File: src/hdl/sorted_priority_queue_unit_assert.svh
// ----------------------------------------------------------------------------
// sorted_priority_queue_unit_assert.svh
// Assertion macros used by the priority queue top module.
// ----------------------------------------------------------------------------
`ifndef SORTED_PRIORITY_QUEUE_UNIT_ASSERT_SVH
`define SORTED_PRIORITY_QUEUE_UNIT_ASSERT_SVH

// Clocked check on i_clk, masked while i_rst_n is low.
`define SPQ_ASSERT(lbl, prop, msg) \
    lbl: assert property (@(posedge i_clk) disable iff (!i_rst_n) (prop)) else $error(msg);

// Clocked check on i_clk that also holds during reset.
`define SPQ_ASSERT_ALWAYS(lbl, prop, msg) \
    lbl: assert property (@(posedge i_clk) (prop)) else $error(msg);

`endif

File: src/hdl/spq_pkg.sv
// ----------------------------------------------------------------------------
// spq_pkg
// Types and constants of the sorted priority queue.
// ----------------------------------------------------------------------------
package spq_pkg;

    localparam int CAPACITY = 16;
    localparam int VALUE_W  = 32;
    localparam int PRIO_W   = 16;
    localparam int OCC_W    = 5;
    localparam int CNT_W    = $clog2(CAPACITY + 1);

    typedef logic signed [VALUE_W-1:0] t_value;
    typedef logic [PRIO_W-1:0]         t_prio;
    typedef logic [CNT_W-1:0]          t_count;
    typedef logic [OCC_W-1:0]          t_occ;

    typedef enum logic {
        OP_ENQ = 1'b0,
        OP_DEQ = 1'b1
    } t_opcode;

    typedef enum logic [1:0] {
        ST_INSERTED = 2'd0,
        ST_DEQUEUED = 2'd1,
        ST_EMPTY    = 2'd2,
        ST_FULL     = 2'd3
    } t_status;

    // Per-cycle command broadcast to every cell
    typedef struct packed {
        logic  enq;
        logic  deq;
        t_prio new_prio;
    } t_cell_cmd;

endpackage

File: src/hdl/sorted_priority_queue_unit.sv
// ----------------------------------------------------------------------------
// sorted_priority_queue_unit
// Priority queue kept sorted in a chain of cells; ties leave first in,
// first out. Enqueue inserts, dequeue returns the head entry.
// ----------------------------------------------------------------------------
//  channel  | valid       | ready        | payload
//  request  | i_in_valid  | o_in_ready   | i_opcode, i_item_value, i_item_priority
//  result   | o_out_valid | i_out_ready  | o_status, o_out_value, o_out_priority,
//           |             |              | o_occupancy
//
//  One request per cycle: all cells compare against the new priority and
//  shift in the same cycle; the result is registered and is valid in the next cycle.
//  o_in_ready drops only while a result is held and i_out_ready is low.
//  Reset clears the entry count and the output valid; cell contents are
//  not cleared.
// ----------------------------------------------------------------------------
module sorted_priority_queue_unit (
    input  logic                i_clk,
    input  logic                i_rst_n,
    input  logic                i_in_valid,
    output logic                o_in_ready,
    input  logic                i_opcode,
    input  spq_pkg::t_value     i_item_value,
    input  spq_pkg::t_prio      i_item_priority,
    output logic                o_out_valid,
    input  logic                i_out_ready,
    output logic [1:0]          o_status,
    output spq_pkg::t_value     o_out_value,
    output spq_pkg::t_prio      o_out_priority,
    output spq_pkg::t_occ       o_occupancy
);
    import spq_pkg::*;

    `include "sorted_priority_queue_unit_assert.svh"

    t_count    r_count;
    t_count    n_count;
    logic      r_out_valid;
    t_status   r_status;
    t_status   n_status;
    t_value    r_out_value;
    t_value    n_out_value;
    t_prio     r_out_prio;
    t_prio     n_out_prio;
    t_occ      r_occ;
    t_occ      n_occ;

    logic      w_accept;
    logic      w_full;
    logic      w_empty;
    t_cell_cmd w_cmd;
    logic [CNT_W+OCC_W-1:0] w_count_ext;

    logic   [CAPACITY-1:0] w_occ;
    logic   [CAPACITY-1:0] w_stay;
    t_value [CAPACITY-1:0] w_value;
    t_prio  [CAPACITY-1:0] w_prio;

    assign o_in_ready = !r_out_valid || i_out_ready;
    assign w_accept   = i_in_valid && o_in_ready;
    assign w_full     = (r_count == t_count'(CAPACITY));
    assign w_empty    = (r_count == '0);

    always_comb begin
        w_cmd.enq      = w_accept && (i_opcode == OP_ENQ) && !w_full;
        w_cmd.deq      = w_accept && (i_opcode == OP_DEQ) && !w_empty;
        w_cmd.new_prio = i_item_priority;
    end

    genvar gi;
    generate
        for (gi = 0; gi < CAPACITY; gi++) begin : g_cell
            t_value c_prev_value;
            t_prio  c_prev_prio;
            logic   c_prev_stay;
            t_value c_next_value;
            t_prio  c_next_prio;

            assign w_occ[gi] = (r_count > t_count'(gi));

            if (gi == 0) begin : g_head
                assign c_prev_stay  = 1'b1;
                assign c_prev_value = i_item_value;
                assign c_prev_prio  = i_item_priority;
            end else begin : g_body
                assign c_prev_stay  = w_stay[gi-1];
                assign c_prev_value = w_value[gi-1];
                assign c_prev_prio  = w_prio[gi-1];
            end

            if (gi == CAPACITY - 1) begin : g_tail
                // last slot is vacated by a remove; its content is don't-care
                assign c_next_value = w_value[gi];
                assign c_next_prio  = w_prio[gi];
            end else begin : g_link
                assign c_next_value = w_value[gi+1];
                assign c_next_prio  = w_prio[gi+1];
            end

            spq_cell u_cell (
                .i_clk        (i_clk),
                .i_cmd        (w_cmd),
                .i_occ        (w_occ[gi]),
                .i_prev_stay  (c_prev_stay),
                .i_new_value  (i_item_value),
                .i_prev_value (c_prev_value),
                .i_prev_prio  (c_prev_prio),
                .i_next_value (c_next_value),
                .i_next_prio  (c_next_prio),
                .o_stay       (w_stay[gi]),
                .o_value      (w_value[gi]),
                .o_prio       (w_prio[gi])
            );
        end
    endgenerate

    always_comb begin
        n_count     = r_count;
        n_out_value = '0;
        n_out_prio  = '0;
        if (i_opcode == OP_ENQ) begin
            n_status = w_full ? ST_FULL : ST_INSERTED;
            if (!w_full) begin
                n_count = r_count + 1'b1;
            end
        end else begin
            n_status = w_empty ? ST_EMPTY : ST_DEQUEUED;
            if (!w_empty) begin
                n_count     = r_count - 1'b1;
                n_out_value = w_value[0];
                n_out_prio  = w_prio[0];
            end
        end
        w_count_ext = {{OCC_W{1'b0}}, n_count};
        n_occ       = w_count_ext[OCC_W-1:0];
    end

    always_ff @(posedge i_clk) begin
        if (!i_rst_n) begin
            r_count     <= '0;
            r_out_valid <= 1'b0;
        end else begin
            if (w_accept) begin
                r_count     <= n_count;
                r_out_valid <= 1'b1;
            end else if (i_out_ready) begin
                r_out_valid <= 1'b0;
            end
        end
    end

    always_ff @(posedge i_clk) begin
        if (w_accept) begin
            r_status    <= n_status;
            r_out_value <= n_out_value;
            r_out_prio  <= n_out_prio;
            r_occ       <= n_occ;
        end
    end

    assign o_out_valid    = r_out_valid;
    assign o_status       = r_status;
    assign o_out_value    = r_out_value;
    assign o_out_priority = r_out_prio;
    assign o_occupancy    = r_occ;

    `SPQ_ASSERT(a_count_bound, r_count <= t_count'(CAPACITY), "count over capacity")
    `SPQ_ASSERT(a_count_hold, !w_accept |=> $stable(r_count), "count moved without request")
    `SPQ_ASSERT(a_deq_result, w_cmd.deq |=> o_out_valid && o_status == ST_DEQUEUED, "dequeue lost")
    `SPQ_ASSERT(a_head_sorted, w_occ[1] |-> (w_prio[0] <= w_prio[1]), "head out of order")
    `SPQ_ASSERT_ALWAYS(a_reset_idle, !i_rst_n |=> !o_out_valid && r_count == '0, "reset not idle")

endmodule

File: src/hdl/spq_cell.sv
// ----------------------------------------------------------------------------
// spq_cell
// One slot of the sorted chain: holds an entry, compares it with the new
// priority and shifts toward the tail on insert or toward the head on remove.
// ----------------------------------------------------------------------------
module spq_cell (
    input  logic              i_clk,
    input  spq_pkg::t_cell_cmd i_cmd,
    input  logic              i_occ,
    input  logic              i_prev_stay,
    input  spq_pkg::t_value   i_new_value,
    input  spq_pkg::t_value   i_prev_value,
    input  spq_pkg::t_prio    i_prev_prio,
    input  spq_pkg::t_value   i_next_value,
    input  spq_pkg::t_prio    i_next_prio,
    output logic              o_stay,
    output spq_pkg::t_value   o_value,
    output spq_pkg::t_prio    o_prio
);
    import spq_pkg::*;

    t_value r_value;
    t_prio  r_prio;
    t_value n_value;
    t_prio  n_prio;

    // Entry stays put when it sorts before or ties with the new one
    assign o_stay = i_occ && (r_prio <= i_cmd.new_prio);

    always_comb begin
        n_value = r_value;
        n_prio  = r_prio;
        if (i_cmd.enq && !o_stay) begin
            if (i_prev_stay) begin
                n_value = i_new_value;
                n_prio  = i_cmd.new_prio;
            end else begin
                n_value = i_prev_value;
                n_prio  = i_prev_prio;
            end
        end else if (i_cmd.deq) begin
            n_value = i_next_value;
            n_prio  = i_next_prio;
        end
    end

    always_ff @(posedge i_clk) begin
        r_value <= n_value;
        r_prio  <= n_prio;
    end

    assign o_value = r_value;
    assign o_prio  = r_prio;

endmodule

File: config.mk
export PLATFORM = sky130hd
export DESIGN_NAME = sorted_priority_queue_unit
export DESIGN_NICKNAME = d
export VERILOG_FILES = /design/src/hdl/spq_pkg.sv /design/src/hdl/sorted_priority_queue_unit.sv /design/src/hdl/spq_cell.sv
export VERILOG_INCLUDE_DIRS = /design/src /design/src/hdl
export SDC_FILE = /design/constraint.sdc
export NUM_CORES = 2
export LEC_CHECK = 0
export BUFFER_PORTS_ARGS = -buffer_cell sky130_fd_sc_hd__clkbuf_2
export CAP_MARGIN = 40
export CORE_ASPECT_RATIO = 0.9
export CORE_MARGIN = 2
export CORE_UTILIZATION = 40
export DETAILED_ROUTE_END_ITERATION = 8
export GPL_ROUTABILITY_DRIVEN = 0
export SETUP_SLACK_MARGIN = 0.3
export SKIP_LAST_GASP = 1
export SLEW_MARGIN = 10
export SYNTH_ARGS = -nofsm -noshare
export SYNTH_HDL_FRONTEND = slang
export SYNTH_HIERARCHICAL = 1
export SYNTH_SLANG_ARGS = --single-unit
File: constraint.sdc
create_clock -name i_clk -period 11.4 [get_ports i_clk]
set_input_delay 1.14 -clock i_clk [delete_from_list [all_inputs] [get_ports i_clk]]
set_output_delay 1.14 -clock i_clk [all_outputs]
set_load 0.1 [all_outputs]
==> impl_metrics.ini <==
[routing]
routed_wl_mm = 125.1
vias = 30170
wl_per_cell_microns = 22.24
drtIter0Drc = 2306
firstDrtPassIters = 8
drc = 0
avgViaCountPerCell = 5.365
ant_nets = 0

[global_route]
antenna_found_initial = 3
grt.overflow.total = 0
grt_pass1_wl_mm = 193.2
grt_pass1_vias = 30090
grt_max_degree = 66
grt_usage_pct = 18.59

[placed_design]
hpwl_mm = 92.62
port_buffers = 109

[floorplanning]
dieWidth_microns = 383.2
dieArea_sq_um = 132300
boundaryPins = 110
initial_core_util_pct = 40.22
rows = 125
die_h_microns = 345.3
core_area_sq_um = 128700

[cells_and_area]
drive_above_1_share_pct = 48.31
fillers = 11630
syn2layout_area_growth_pct = 10.41
post-route-util_pct = 44.41
final_cell_mix = mux2_2 (1491), edfxtp_1 (823), inv_1 (279), ha_1 (262), nand2_1 (125)
nets = 4153
diodes = 0
layout_commonest_cell = mux2_2

[sta]
fmax_ghz = 0.2158
finClkSkew_ns = 0.02805
report.final.slew_viol_count = 0
period_minus_slack_ns = 4.634
maxSlewHeadroom_pct = 40.39
rsz0062_at_grt = no
timing.hold.ws_ns = 0.5706
finalSetupViolations = 0
tightest_slew_ns = 0.8942
post-route-period-util_pct = 40.65
hold_violations = 0
tns_ns = 0

[synthesis]
synth_cells = 3748
synth_area_sq_um = 51780
ys.warnings.count = 6
avgSynthCellArea_sq_um = 13.81

[min_path]
hold_class = reg2reg
hold_path_depth = 1

[clock_network]
ctsHoldBuffers = 0
cts_setup_buffers = 0
tritoncts = done
h-tree-depth = 3
cts_buffer_depth = 3
clkSlewWorstSetupHoldPaths_ns = 0.06
clkLatencyLatePin_ns = 0.69
ctsResizeCount = 0
clock-root-buffer = clkbuf_16
cts-buffers-inserted = 91
cts.sinks = 829

[power_and_ir_drop]
cellLeakagePower_nw = 20.78
ir_drop_mv = 0.1262
power_density_nw_per_um2 = 165.8

[worst_setup_path]
cp.arrival_ns = 5.00
cp_data_required_time_ns = 11.77
worstSetupPathType = reg2reg
cp_max_fo = 54
cp-end-kind = flip-flop
critPathLaunchType = flip-flop
reg2reg_depth = 9

[run]
maxCapViolCount = 0

[status]
outcome = finished, final reports clean
[layer usage]
layer / global-route usage (%) / share of wire (%) / routed length (microns) / up-vias
li1: - / - / - / 14400
met5: 0 / 0 / 0 / -
met4: 4.347 / 2.1 / 2665 / 0
met1: 31.35 / 55 / 68900 / 14890
met3: 2.702 / 4.9 / 6106 / 163
met2: 24.06 / 38 / 47400 / 726
[worst paths after layout]
kind                                                    from                      endpoint  slack (ns)
worst max-delay path                              r_count[0]  g_cell[0].u_cell/o_value[12]        6.77
worst min-delay path            g_cell[7].u_cell/o_value[23]  g_cell[6].u_cell/o_value[23]        0.57
worst max register to register                    r_count[0]  g_cell[0].u_cell/o_value[12]        6.77
worst min register to register  g_cell[7].u_cell/o_value[23]  g_cell[6].u_cell/o_value[23]        0.57
[area by class of cell]
type | count | area, sq um | share of cell area (%)
clock inverter | 59 | 555.5 | 0.9718
timing repair buffer | 175 | 1279 | 2.237
inverter | 281 | 1055 | 1.845
sequential | 829 | 24830 | 43.44
clock buffer | 106 | 2344 | 4.099
tap | 1714 | 2145 | 3.751
multi-input combinational | 2460 | 24960 | 43.65
[power breakdown]
part / internal, mW / switching (mW)
Combinational: 1.11 / 1.19
Clock: 1.62 / 1.30
Sequential: 3.96 / 0.310
Total: 6.69 / 2.79
[metrics by stage]
stage / worst slack (ns) / area [sq um] / total power [mW] / cells
floorplan: 6.324 / 51780 / 5.954 / 3750
global placement: 5.985 / 53880 / 6.546 / 5439
detailed placement: 6.153 / 54250 / 6.621 / 5458
CTS: 6.832 / 57150 / 9.561 / 5623
global route: 6.571 / 57170 / 9.939 / 5624
finish: 6.766 / 57170 / 9.479 / 5624
[sequential cells by signal, summed over array words and instances (netlist names)]
register / flops
g_cell.u_cell/o_prio: 256
r_count: 5
o_out_valid: 1
o_out_priority: 16
g_cell.u_cell/o_value: 512
o_out_value: 32
o_status: 2
o_occupancy: 5
[critical path, stage by stage, from the launching register on]
cell,delay (ns)
dfxtp_1,0.89
inv_1,0.26
ha_1,0.37
nor4b_2,0.21
inv_2,0.60
nor4b_1,0.56
a311oi_4,0.15
buf_4,0.35
or2_2,0.50
buf_4,0.34
(Power assumes the default switching activity.)
